File: src/rtl/core/assert_macros.svh
// Assertion macros used by the exponentiator top level
`ifndef ASSERT_MACROS_SVH
`define ASSERT_MACROS_SVH

// Same-cycle implication, disabled while reset is asserted
`define ASSERT_IMPLIES(lbl, clk, rst_n, ante, cons) \
	lbl: assert property (@(posedge clk) disable iff (!rst_n) (ante) |-> (cons)) \
		else $error("assertion failed: implication");

// Next-cycle implication, disabled while reset is asserted
`define ASSERT_NEXT(lbl, clk, rst_n, ante, cons) \
	lbl: assert property (@(posedge clk) disable iff (!rst_n) (ante) |=> (cons)) \
		else $error("assertion failed: next-cycle implication");

`endif

File: src/rtl/core/mexp_pkg.sv
// Shared constants and controller/datapath interface types for the modular exponentiator
package mexp_pkg;

	localparam int WORD_BITS_DEF = 31;

	// Commands from the controller to the datapath
	typedef struct packed {
		logic load;      // capture a new item and arm the counters
		logic red_step;  // one restoring step of base mod modulus
		logic sq_load;   // set up acc * acc
		logic ml_load;   // set up base * acc
		logic mul_step;  // one double-and-add step of the modular product
		logic exp_next;  // advance to the next exponent bit
		logic out_load;  // move the final residue into the output register
	} mexp_cmd_t;

	// Status from the datapath to the controller
	typedef struct packed {
		logic cnt_last;  // inner bit counter at its final step
		logic exp_bit;   // current exponent bit
		logic exp_last;  // last exponent bit processed
		logic out_free;  // output register can take a result this cycle
	} mexp_sts_t;

endpackage

File: src/rtl/core/mexp_ctrl.sv
// Sequencing state machine for square-and-multiply exponentiation
module mexp_ctrl import mexp_pkg::*; (
	input  logic      clk,
	input  logic      arst_n,
	input  logic      in_valid,
	output logic      in_stall,
	input  mexp_sts_t sts,
	output mexp_cmd_t cmd
);

	typedef enum logic [7:0] {
		S_IDLE     = 8'b0000_0001,
		S_REDUCE   = 8'b0000_0010,
		S_SQ_LOAD  = 8'b0000_0100,
		S_SQ_RUN   = 8'b0000_1000,
		S_ML_LOAD  = 8'b0001_0000,
		S_ML_RUN   = 8'b0010_0000,
		S_EXP_NEXT = 8'b0100_0000,
		S_FINISH   = 8'b1000_0000
	} mexp_state_t;

	mexp_state_t state_q;
	mexp_state_t state_d;

	always_comb begin
		state_d  = state_q;
		cmd      = '0;
		in_stall = 1'b1;
		case (state_q)
			S_IDLE: begin
				in_stall = 1'b0;
				if (in_valid) begin
					cmd.load = 1'b1;
					state_d  = S_REDUCE;
				end
			end
			S_REDUCE: begin
				cmd.red_step = 1'b1;
				if (sts.cnt_last) begin
					state_d = S_SQ_LOAD;
				end
			end
			S_SQ_LOAD: begin
				cmd.sq_load = 1'b1;
				state_d     = S_SQ_RUN;
			end
			S_SQ_RUN: begin
				cmd.mul_step = 1'b1;
				if (sts.cnt_last) begin
					state_d = sts.exp_bit ? S_ML_LOAD : S_EXP_NEXT;
				end
			end
			S_ML_LOAD: begin
				cmd.ml_load = 1'b1;
				state_d     = S_ML_RUN;
			end
			S_ML_RUN: begin
				cmd.mul_step = 1'b1;
				if (sts.cnt_last) begin
					state_d = S_EXP_NEXT;
				end
			end
			S_EXP_NEXT: begin
				if (sts.exp_last) begin
					state_d = S_FINISH;
				end else begin
					cmd.exp_next = 1'b1;
					state_d      = S_SQ_LOAD;
				end
			end
			S_FINISH: begin
				// hold until the output register is free
				if (sts.out_free) begin
					cmd.out_load = 1'b1;
					state_d      = S_IDLE;
				end
			end
			default: begin
				state_d = S_IDLE;
			end
		endcase
	end

	always_ff @(posedge clk or negedge arst_n) begin
		if (!arst_n) begin
			state_q <= S_IDLE;
		end else begin
			state_q <= state_d;
		end
	end

endmodule

File: src/rtl/core/mexp_datapath.sv
// Operand registers, bit-serial modular multiplier, base reducer and output register
module mexp_datapath import mexp_pkg::*; #(
	parameter int WORD_BITS = WORD_BITS_DEF
) (
	input  logic                 clk,
	input  logic                 arst_n,
	input  mexp_cmd_t            cmd,
	output mexp_sts_t            sts,
	input  logic [WORD_BITS-1:0] modulus,
	input  logic [WORD_BITS-1:0] base_value,
	input  logic [WORD_BITS-1:0] exponent_value,
	output logic                 out_valid,
	input  logic                 out_stall,
	output logic [WORD_BITS-1:0] residue
);

	localparam int CW = $clog2(WORD_BITS);
	localparam logic [CW-1:0] CNT_TOP = CW'(WORD_BITS - 1);

	logic [WORD_BITS-1:0] base_sh_q;  // raw base, shifted out MSB first
	logic [WORD_BITS-1:0] rem_q;      // base mod modulus
	logic [WORD_BITS-1:0] exp_q;      // exponent, shifted out MSB first
	logic [WORD_BITS-1:0] acc_q;      // running power
	logic [WORD_BITS-1:0] mul_a_q;    // multiplicand
	logic [WORD_BITS-1:0] mul_b_q;    // multiplier, shifted out MSB first
	logic [WORD_BITS-1:0] prod_q;     // partial modular product
	logic [CW-1:0]        mcnt_q;
	logic [CW-1:0]        ecnt_q;
	logic [WORD_BITS-1:0] residue_q;
	logic                 out_valid_q;

	logic [WORD_BITS:0]   red_r;
	logic [WORD_BITS:0]   red_m;
	logic [WORD_BITS-1:0] red_next;
	logic [WORD_BITS+1:0] mul_t;
	logic [WORD_BITS+1:0] mul_m1;
	logic [WORD_BITS+1:0] mul_m2;
	logic [WORD_BITS+1:0] mul_sel;
	logic [WORD_BITS-1:0] prod_next;
	logic                 mod_is_one;
	logic                 mod_is_zero;

	assign mod_is_one  = (modulus == WORD_BITS'(1));
	assign mod_is_zero = (modulus == '0);

	// restoring remainder step: r < m keeps 2r+1 < 2m
	always_comb begin
		red_r = {rem_q, base_sh_q[WORD_BITS-1]};
		red_m = {1'b0, modulus};
		if (red_r >= red_m) begin
			red_next = WORD_BITS'(red_r - red_m);
		end else begin
			red_next = red_r[WORD_BITS-1:0];
		end
	end

	// double and conditionally add; sum stays below 3m, so at most one of two subtracts
	always_comb begin
		mul_t  = {1'b0, prod_q, 1'b0}
			+ {2'b00, (mul_b_q[WORD_BITS-1] ? mul_a_q : {WORD_BITS{1'b0}})};
		mul_m1 = {2'b00, modulus};
		mul_m2 = {1'b0, modulus, 1'b0};
		if (mul_t >= mul_m2) begin
			mul_sel = mul_t - mul_m2;
		end else if (mul_t >= mul_m1) begin
			mul_sel = mul_t - mul_m1;
		end else begin
			mul_sel = mul_t;
		end
		prod_next = mul_sel[WORD_BITS-1:0];
	end

	always_ff @(posedge clk) begin
		if (cmd.load) begin
			base_sh_q <= base_value;
			exp_q     <= exponent_value;
			rem_q     <= '0;
			acc_q     <= mod_is_one ? '0 : WORD_BITS'(1);
		end else begin
			if (cmd.red_step) begin
				base_sh_q <= base_sh_q << 1;
				rem_q     <= red_next;
			end
			if (cmd.exp_next) begin
				exp_q <= exp_q << 1;
			end
			// take the product on the final multiplier step
			if (cmd.mul_step && (mcnt_q == '0)) begin
				acc_q <= prod_next;
			end
		end
		if (cmd.sq_load) begin
			mul_a_q <= acc_q;
			mul_b_q <= acc_q;
			prod_q  <= '0;
		end else if (cmd.ml_load) begin
			mul_a_q <= rem_q;
			mul_b_q <= acc_q;
			prod_q  <= '0;
		end else if (cmd.mul_step) begin
			mul_b_q <= mul_b_q << 1;
			prod_q  <= prod_next;
		end
		if (cmd.out_load) begin
			residue_q <= mod_is_zero ? '0 : acc_q;
		end
	end

	always_ff @(posedge clk or negedge arst_n) begin
		if (!arst_n) begin
			mcnt_q      <= '0;
			ecnt_q      <= '0;
			out_valid_q <= 1'b0;
		end else begin
			if (cmd.load) begin
				mcnt_q <= CNT_TOP;
				ecnt_q <= CNT_TOP;
			end else begin
				if (cmd.sq_load || cmd.ml_load) begin
					mcnt_q <= CNT_TOP;
				end else if (cmd.red_step || cmd.mul_step) begin
					mcnt_q <= mcnt_q - CW'(1);
				end
				if (cmd.exp_next) begin
					ecnt_q <= ecnt_q - CW'(1);
				end
			end
			if (cmd.out_load) begin
				out_valid_q <= 1'b1;
			end else if (!out_stall) begin
				out_valid_q <= 1'b0;
			end
		end
	end

	assign sts.cnt_last = (mcnt_q == '0);
	assign sts.exp_bit  = exp_q[WORD_BITS-1];
	assign sts.exp_last = (ecnt_q == '0);
	assign sts.out_free = !out_valid_q || !out_stall;

	assign out_valid = out_valid_q;
	assign residue   = residue_q;

endmodule

File: src/rtl/core/modular_exponentiation_top.sv
// Top level of the square-and-multiply modular exponentiator
// Computes residue = base_value ** exponent_value mod modulus on unsigned WORD_BITS-bit
// words. The base is first reduced by a restoring remainder unit (one bit a cycle), then
// every exponent bit, MSB first, squares the running power and, for a one bit, multiplies
// it by the reduced base; each modular product is built bit-serially by double-and-add,
// one multiplier bit a cycle; squaring and multiplying by the base both run on the single
// shared bit-serial multiplier. One item is in flight at a time; a finished result sits
// in the output register, so the next item is taken while it waits. An exponent of zero
// gives 1 (0 for a modulus of one); a modulus of zero gives 0. Write the modulus only
// while the block is idle; it resets to 2.
`include "assert_macros.svh"

module modular_exponentiation_top import mexp_pkg::*; #(
	parameter int WORD_BITS = WORD_BITS_DEF
) (
	input  logic                 clk,
	input  logic                 arst_n,
	// configuration: modulus register
	input  logic                 cfg_wr_en,
	input  logic [WORD_BITS-1:0] cfg_wr_data,
	// input transfer
	input  logic                 in_valid,
	output logic                 in_stall,
	input  logic [WORD_BITS-1:0] base_value,
	input  logic [WORD_BITS-1:0] exponent_value,
	// output transfer
	output logic                 out_valid,
	input  logic                 out_stall,
	output logic [WORD_BITS-1:0] residue
);

	logic [WORD_BITS-1:0] modulus_q;
	mexp_cmd_t            cmd;
	mexp_sts_t            sts;

	// modulus register; hold between writes
	always_ff @(posedge clk or negedge arst_n) begin
		if (!arst_n) begin
			modulus_q <= WORD_BITS'(2);
		end else if (cfg_wr_en) begin
			modulus_q <= cfg_wr_data;
		end
	end

	// sequencer: walk reduce, square, multiply and exponent-advance steps
	mexp_ctrl u_ctrl (
		.clk      (clk),
		.arst_n   (arst_n),
		.in_valid (in_valid),
		.in_stall (in_stall),
		.sts      (sts),
		.cmd      (cmd)
	);

	// operands, bit-serial arithmetic and the output register
	mexp_datapath #(
		.WORD_BITS (WORD_BITS)
	) u_datapath (
		.clk            (clk),
		.arst_n         (arst_n),
		.cmd            (cmd),
		.sts            (sts),
		.modulus        (modulus_q),
		.base_value     (base_value),
		.exponent_value (exponent_value),
		.out_valid      (out_valid),
		.out_stall      (out_stall),
		.residue        (residue)
	);

	// an accepted item keeps the input closed while it is worked on
	`ASSERT_NEXT(a_busy_after_accept, clk, arst_n, in_valid && !in_stall, in_stall)
	// never overwrite a result that is still stalled at the output
	`ASSERT_IMPLIES(a_no_overwrite, clk, arst_n, cmd.out_load, !(out_valid && out_stall))
	// every delivered residue is fully reduced
	`ASSERT_IMPLIES(a_residue_reduced, clk, arst_n, out_valid && (modulus_q != '0),
		residue < modulus_q)

endmodule

File: config.mk
export PLATFORM = sky130hd
export DESIGN_NAME = modular_exponentiation_top
export DESIGN_NICKNAME = d
export VERILOG_FILES = /design/src/rtl/core/mexp_pkg.sv /design/src/rtl/core/mexp_ctrl.sv /design/src/rtl/core/mexp_datapath.sv /design/src/rtl/core/modular_exponentiation_top.sv
export VERILOG_INCLUDE_DIRS = /design/src /design/src/rtl/core
export SDC_FILE = /design/constraint.sdc
export NUM_CORES = 1
export LEC_CHECK = 0
export BUFFER_PORTS_ARGS = -buffer_cell sky130_fd_sc_hd__buf_2
export CAP_MARGIN = 20
export CORE_ASPECT_RATIO = 0.9
export CORE_MARGIN = 2
export CORE_UTILIZATION = 28
export CTS_CLUSTER_SIZE = 10
export DETAILED_ROUTE_END_ITERATION = 10
export PLACE_DENSITY = 0.4
export SYNTH_ARGS = -nofsm -noshare
export SYNTH_HDL_FRONTEND = slang
export SYNTH_SLANG_ARGS = --single-unit
File: constraint.sdc
create_clock -name clk -period 15.9 [get_ports clk]
set_input_delay 0 -clock clk [delete_from_list [all_inputs] [get_ports clk]]
set_output_delay 0 -clock clk [all_outputs]
set_load 0.01 [all_outputs]
==> results by group, run 1 <==
Global route
  – Largest net degree at the start of global routing: 79
  – First-pass GRT wire length: 98.6 mm
  – Initial antenna violation count: 1
  – Total global-route track usage: 18.3%
  – Total grt overflow: 0
  – Vias in the first global route: 15,800

Clock tree
  – CTS tree: done
  – Clock transition at path regs: 0.06 ns
  – Hold buffer count at cts: 96
  – Clock sinks: 298
  – CTS Root Cell: clkbuf_16
  – Max clock buf depth: 3
  – Setup bufs post-CTS: 0
  – CTS Buf Count: 40
  – Post-cts repair resize count: 0
  – Clk_lat worst skew: 0.57 ns
  – H-tree levels: 2

Yosys
  – Cell area after synthesis: 19,400 um^2
  – Register area share after synthesis: 41.7%
  – Seq cells post-synth: 298
  – Ys async rst share: 16.8%
  – Synth unique cells: 96
  – Synth Flop Type: edfxtp_1
  – Warnings, synthesis: 0
  – Syn Area/Cell: 9.15 um^2
  – Cell count after synthesis: 2,120
  – Mapped Nets: 2,348
  – EDFF count, synth: 186

Floorplan
  – DIE WIDTH: 281 um
  – Die Y: 254 um
  – Die area: 71,400 um^2
  – Core Region: 68,500 um^2
  – Ports: 131
  – Initial core utilization: 28.3%
  – Num rows: 91

Hold path
  – WHS Endpoint: modulus_q[3]$_DFFE_PN0P_
  – Hold path depth: 3
  – Worst Hold Class: input pin to flip-flop
  – Hold path start: cfg_wr_en

Final layout
  – Multi-input gate area: 10,700 um^2
  – Commonest non-fill, non-tap cell in the layout: nand2_1
  – Layout cells sized above 1: 13.9%
  – Util after Layout: 33.9%
  – Fill count: 7,197
  – Area grow syn2layout: 19.7%
  – Most frequent cells in the layout: nand2_1, edfxtp_1, o21ai_0
  – Flip-flop and latch area: 8080 um^2
  – Nets@finish: 2,558
  – N_diodes: 0

Timing
  – Max-slew violation count: 0
  – RSZ-0062 raised after global routing: false
  – Rel. slew slack: 19.9%
  – Actual slew at the worst max-slew pin: 1.20 ns
  – Final min period: 6.78 ns
  – Peak Freq: 148 MHz
  – Final hold violation count: 0
  – Tcrit/Tclk final: 42.6%
  – Clock Skew: 0.0158 ns
  – Setup TNS: 0 ns
  – Setup violations, final: 0

Place
  – Post-detail-place hpwl: 50.0 mm
  – Port buffer count: 130
  – GP Congestion: 0.879

Job
  – Max-cap violations: 0

Critical path
  – Worst flop-to-flop path endpoint: u_datapath.acc_q[24]$_SDFFCE_PP0P_
  – Worst endpoint data arrival time: 7.06 ns
  – Reg2Reg Setup Slack: 9.12 ns
  – Setup crit end kind: flip-flop
  – Setup crit start kind: flip-flop
  – Critical path class: flip-flop to flip-flop
  – Reg2reg start: u_datapath.mul_b_q[30]$_DFFE_PP_
  – Largest fanout on the critical path: 31
  – Reg2Reg Depth: 22
  – Critical Path RT: 16.18 ns

Power and ir drop
  – Leak: 9.81 nW
  – Worst vdd ir: 94.3 uV
  – Switching share of power: 47.6%
  – Seq pwr share: 25.5%
  – Clock network fraction of design power: 16.1%
  – Power Density: 225 nW/um^2
  – Final total power: 5.23 mW
  – Combinational Power Share: 58.4%
  – Switching power: 2.49 mW
  – Pint: 2.74 mW

Route
  – DRT Wirelength: 65.6 mm
  – DR iter-0 viols: 1,312
  – Routed WL per cell: 19.9 um
  – Antenna Nets Post-Route: 0
  – Vias per Instance: 5.02
  – DRC: 0
  – Vias: 16,500
  – First drt pass iteration count: 7

Run status
  – Status: finished clean
## critical path, stage by stage, from the launching register on
cell and delay, ns:
edfxtp_1 0.32, buf_4 0.31, and2_1 0.19, ha_1 0.19
inv_1 0.07, fa_1 0.40, nand2b_1 0.18, a21oi_1 0.26
o22ai_2 0.17, a211oi_2 0.40, a21o_1 0.17, a21oi_1 0.07
xnor2_1 0.60, ha_1 0.43, a211oi_1 0.37, nor2b_1 0.18
a32o_1 0.17, a221oi_1 0.09, a31oi_1 0.46, o21a_2 0.62
nand2_2 0.39, a311oi_2 0.35, nor3_1 0.08
## metal layers
metal	part of all wire, %	GRT usage, %	vias up
met5	0	0	-
met4	1.5	3.66	0
met3	6.1	2.79	65
met2	39	25.2	422
met1	53	29.4	7959
li1	-	-	8056
## kinds of logic after synthesis
kind of cell	share of synthesized area (%)
buf+inv	3.46
flops	41.7
fa+ha+maj	8.54
simple gates	19.8
compound gates	18.6
mux	3.42
xor+xnor	4.52
## power by group through the flow
stage | Combinational [mW] | Sequential, mW | Clock (mW)
after floorplan | 2.15 | 1.24 | 0
after global placement | 2.96 | 1.34 | 0
after detailed placement | 2.97 | 1.34 | 0
after CTS | 3.01 | 1.33 | 0.872
after global routing | 3.34 | 1.36 | 0.896
final | 3.05 | 1.34 | 0.841
## cell type report
type	instances	share of cell area, %
multi-input cells	1657	46.0
flip-flops and latches	298	34.8
repair buffers	252	7.78
well taps	930	5.01
clock buffers	58	4.78
inverters	81	1.31
clock inverters	14	0.334
## synthesized netlist by cell type, types with 7 or more instances
cell type | count | share of area [%]
a31o_2 | 7 | 0.32
nor2b_1 | 48 | 1.5
a31oi_1 | 18 | 0.58
a21oi_2 | 12 | 0.54
nor4_1 | 16 | 0.52
mux2_2 | 33 | 1.9
and2_1 | 44 | 1.4
and3_1 | 21 | 0.68
o211ai_1 | 8 | 0.31
o31a_1 | 8 | 0.36
nand3_1 | 52 | 1.3
o21ai_0 | 141 | 3.6
mux2i_1 | 28 | 1.4
clkbuf_1 | 71 | 1.4
o21ai_1 | 17 | 0.44
a21o_1 | 44 | 1.7
edfxtp_1 | 186 | 29
o21bai_1 | 14 | 0.54
nor2_1 | 106 | 2.1
xor2_1 | 27 | 1.2
a211oi_2 | 15 | 0.97
o31ai_2 | 11 | 0.71
dfrtp_1 | 48 | 6.2
inv_1 | 80 | 1.5
xnor2_1 | 73 | 3.3
nand4_1 | 16 | 0.52
nand2b_1 | 18 | 0.58
a211oi_1 | 15 | 0.58
a211o_1 | 7 | 0.32
a21oi_1 | 118 | 3.0
or3_1 | 10 | 0.32
o31ai_1 | 10 | 0.39
ha_1 | 126 | 8.1
o21a_1 | 18 | 0.70
dfxtp_1 | 62 | 6.4
nor3_1 | 44 | 1.1
nand2_1 | 421 | 8.1
or2_2 | 9 | 0.29
## flip-flops by register name, summed over array words and instances (netlist names), 5 cells and up
signal,flops
modulus_q,31
u_datapath.acc_q,31
u_datapath.base_sh_q,31
u_datapath.exp_q,31
u_datapath.mul_a_q,31
u_datapath.mul_b_q,31
u_datapath.prod_q,31
u_datapath.rem_q,31
u_datapath.residue,31
u_ctrl.state_q,8
u_datapath.ecnt_q,5
u_datapath.mcnt_q,5
## how the worst max path moves through the flow
stage                                           startpoint                                 end  cells after the start
after floorplan           u_datapath.mul_b_q[30]$_DFFE_PP_  u_datapath.acc_q[22]$_SDFFCE_PP0P_                     23
after global placement    u_datapath.mul_b_q[30]$_DFFE_PP_  u_datapath.acc_q[24]$_SDFFCE_PP0P_                     23
after detailed placement  u_datapath.mul_b_q[30]$_DFFE_PP_  u_datapath.acc_q[24]$_SDFFCE_PP0P_                     23
after CTS                 u_datapath.mul_b_q[30]$_DFFE_PP_  u_datapath.acc_q[24]$_SDFFCE_PP0P_                     23
after global routing      u_datapath.mul_b_q[30]$_DFFE_PP_   u_datapath.acc_q[3]$_SDFFCE_PP0P_                     23
final                     u_datapath.mul_b_q[30]$_DFFE_PP_  u_datapath.acc_q[24]$_SDFFCE_PP0P_                     22
## stage by stage
stage | setup slack, ns | cells | cell area (um^2) | hold slack, ns
after floorplan | 10.71 | 2120 | 19400 | -0.296
after global placement | 9.28 | 3122 | 21100 | 0.164
after detailed placement | 9.26 | 3122 | 21100 | 0.167
after CTS | 9.21 | 3290 | 23200 | 0.0576
after global routing | 8.69 | 3290 | 23200 | 0.154
final | 9.12 | 3290 | 23200 | 0.0653
Note: power is estimated with default switching activity, not from simulation.
==> inputs of run 2 (changes only) <==
--- a/config.mk
+++ b/config.mk
@@ -6,6 +6,7 @@
 export SDC_FILE = /design/constraint.sdc
 export NUM_CORES = 1
 export LEC_CHECK = 0
+export ABC_AREA = 1
 export BUFFER_PORTS_ARGS = -buffer_cell sky130_fd_sc_hd__buf_2
 export CAP_MARGIN = 20
 export CORE_ASPECT_RATIO = 0.9
==> constraint.sdc (replaced) <==
create_clock -name clk -period 7 [get_ports clk]
set_input_delay 0 -clock clk [delete_from_list [all_inputs] [get_ports clk]]
set_output_delay 0 -clock clk [all_outputs]
set_load 0.01 [all_outputs]
==> results by group, run 2 <==
Critical path
  – Reg2Reg Setup Slack: 0.66 ns
  – Reg2Reg Depth: 25
  – Worst endpoint data arrival time: 6.61 ns
  – Reg2reg start: u_datapath.mul_b_q[30]$_DFFE_PP_
  – Largest fanout on the critical path: 32
  – Largest stage delay, worst path: 0.84 ns
  – Worst flop-to-flop path endpoint: u_datapath.acc_q[20]$_SDFFCE_PP0P_
  – Critical path class: flip-flop to flip-flop
  – Crit-path most repeated cell: nand2_1
  – Setup crit start kind: flip-flop
  – Critical Path RT: 7.28 ns
  – CP max-delay cell: nand4_2
  – Setup crit end kind: flip-flop

Route
  – First drt pass iteration count: 5
  – Routed WL per cell: 19.9 um
  – Vias per Instance: 4.83
  – DRT Wirelength: 79.6 mm
  – Vias: 19,300
  – DRC: 0
  – Antenna Nets Post-Route: 0
  – DR iter-0 viols: 1,336

Hold path
  – Hold path start: cfg_wr_en
  – Hold path depth: 3
  – Worst Hold Class: input pin to flip-flop
  – WHS Endpoint: modulus_q[20]$_DFFE_PN0P_

Timing
  – Rel. slew slack: 25.6%
  – Final min period: 6.34 ns
  – Clock Skew: 0.0264 ns
  – Setup TNS: 0 ns
  – Max-slew violation count: 0
  – Tcrit/Tclk final: 90.5%
  – Final hold slack: 0.0844 ns
  – Setup violations, final: 0
  – Final hold violation count: 0
  – Peak Freq: 158 MHz
  – RSZ-0062 raised after global routing: false
  – Actual slew at the worst max-slew pin: 1.11 ns

Power and ir drop
  – Pint: 6.13 mW
  – Leak: 11.7 nW
  – Combinational Power Share: 60.7%
  – Final total power: 12.7 mW
  – Worst vdd ir: 221 uV
  – Seq pwr share: 23.9%
  – Clock network fraction of design power: 15.4%
  – Switching share of power: 51.8%
  – Switching power: 6.58 mW
  – Power Density: 523 nW/um^2

Global route
  – Met3 usage: 3.19%
  – Vias in the first global route: 18,700
  – Busiest layer in global routing: met1
  – First-pass GRT wire length: 117 mm
  – Met1 usage in global routing: 31.4%
  – Largest net degree at the start of global routing: 70
  – Total global-route track usage: 21.0%
  – Total grt overflow: 0
  – Initial antenna violation count: 1
  – Met2 GRT Util: 30.6%

Final layout
  – Fill count: 7,855
  – Finished layout cell area: 24,300 um^2
  – Most frequent cells in the layout: nand2_1, inv_1, nor2_1
  – Commonest non-fill, non-tap cell in the layout: nand2_1
  – Area grow syn2layout: 19.6%
  – Nets@finish: 3,240
  – Layout cells sized above 1: 8.38%

Clock tree
  – Max clock buf depth: 3
  – Setup bufs post-CTS: 0
  – Post-cts repair resize count: 0
  – H-tree levels: 2
  – Clock sinks: 298
  – Clk_lat worst skew: 0.58 ns
  – CTS Root Cell: clkbuf_16
  – Clock transition at path regs: 0.06 ns
  – CTS tree: done
  – CTS Buf Count: 39

Floorplan
  – Num rows: 93
  – Die area: 74,800 um^2
  – Initial core utilization: 28.4%
  – Core Region: 71,700 um^2
  – Ports: 131
  – DIE WIDTH: 288 um
  – Die Y: 260 um

Place
  – Post-detail-place hpwl: 63.6 mm
  – GP Congestion: 0.931
  – Port buffer count: 130
  – DP Area: 22,100 um^2

Yosys
  – Cell area after synthesis: 20,300 um^2
  – EDFF count, synth: 186
  – Warnings, synthesis: 0
  – Mapped Nets: 3,018
  – Ys async rst share: 16.8%
  – Synth area leaders: edfxtp_1, nand2_1, ha_1
  – Seq cells post-synth: 298
  – Cell count after synthesis: 2,790
  – Syn Area/Cell: 7.29 um^2
  – Register area share after synthesis: 39.7%
  – Post-synth top cells: nand2_1, inv_1, nor2_1
  – Post-synth top area share: 27.5%
  – Synth Flop Type: edfxtp_1
  – Largest area contributor in the netlist: edfxtp_1
  – Synth unique cells: 53
  – Most common cell in the netlist: nand2_1

Run status
  – Status: finished clean

Job
  – Max-cap violations: 0
==> run 2: worst max path at each step <==
stage                                     startpoint                                  to  slack, ns  depth (start not counted)
finish              u_datapath.mul_b_q[30]$_DFFE_PP_  u_datapath.acc_q[20]$_SDFFCE_PP0P_       0.66                         25
global route        u_datapath.mul_b_q[30]$_DFFE_PP_  u_datapath.acc_q[20]$_SDFFCE_PP0P_       0.22                         25
CTS                 u_datapath.mul_b_q[30]$_DFFE_PP_  u_datapath.acc_q[25]$_SDFFCE_PP0P_       0.77                         25
detailed placement  u_datapath.mul_b_q[30]$_DFFE_PP_  u_datapath.acc_q[25]$_SDFFCE_PP0P_       0.83                         25
global placement    u_datapath.mul_b_q[30]$_DFFE_PP_  u_datapath.acc_q[26]$_SDFFCE_PP0P_       0.78                         25
floorplan           u_datapath.mul_b_q[30]$_DFFE_PP_  u_datapath.acc_q[20]$_SDFFCE_PP0P_       3.11                         27
==> run 2: layout make-up <==
cell class	instances	area, um^2	share of cell area, %
sequential	298	8080	33.2
clock buffer	59	1060	4.36
antenna	1	2.50	0.0103
timing repair buffer	256	1860	7.63
clock inverter	13	170	0.700
multi-input combinational	2094	10800	44.2
inverter	323	1210	4.98
tap	950	1190	4.89
==> run 2: timing repair <==
| action | CTS | global route |
|---|---|---|
| setup endpoints to repair | 0 | 0 |
| hold buffers | 96 | 0 |
| hold endpoints to repair | 169 | 0 |
==> run 2: power groups by stage <==
| stage | clock (mW) | combinational, mW | sequential, mW |
|---|---|---|---|
| after floorplan | 0 | 5.10 | 2.87 |
| after global placement | 0 | 7.57 | 3.06 |
| after detailed placement | 0 | 7.56 | 3.06 |
| after CTS | 2.03 | 7.63 | 3.03 |
| after global routing | 2.09 | 8.58 | 3.08 |
| final | 1.96 | 7.72 | 3.03 |
==> run 2: cells by family after synthesis <==
family                   count (synthesis)  share of synthesized area, %
buffers and inverters                  398                          7.56
AND/OR/NAND/NOR                       1443                          28.9
flip-flops                             298                          39.7
XOR/XNOR                                87                          3.75
AO/OA/AOI/OAI                          434                          11.9
adder cells (fa/ha/maj)                130                          8.15
==> run 2: per-stage QoR <==
step	setup slack, ns	util [%]	instances
5_1_grt	0.222	33.9	3993
3_3_place_gp	0.780	30.8	3824
3_5_place_dp	0.832	30.9	3825
4_1_cts	0.771	33.9	3993
6_report	0.664	33.9	3994
2_1_floorplan	3.11	-	2790
==> run 2: per-layer routing <==
layer	share of wire (%)	wire, um	vias to the layer above
met5	0	0	-
met4	3.2	2540	0
met3	5.6	4480	92
met2	42	33200	472
met1	49	39300	9087
li1	-	-	9623
==> run 2: worst max-delay path, delay by kind of cell (launching register included) <==
kind | cells | cell delay (ns)
simple gates | 16 | 2.88
compound gates | 3 | 0.49
flops | 1 | 0.66
buf+inv | 3 | 0.45
fa+ha+maj | 2 | 0.80
xor+xnor | 1 | 0.70
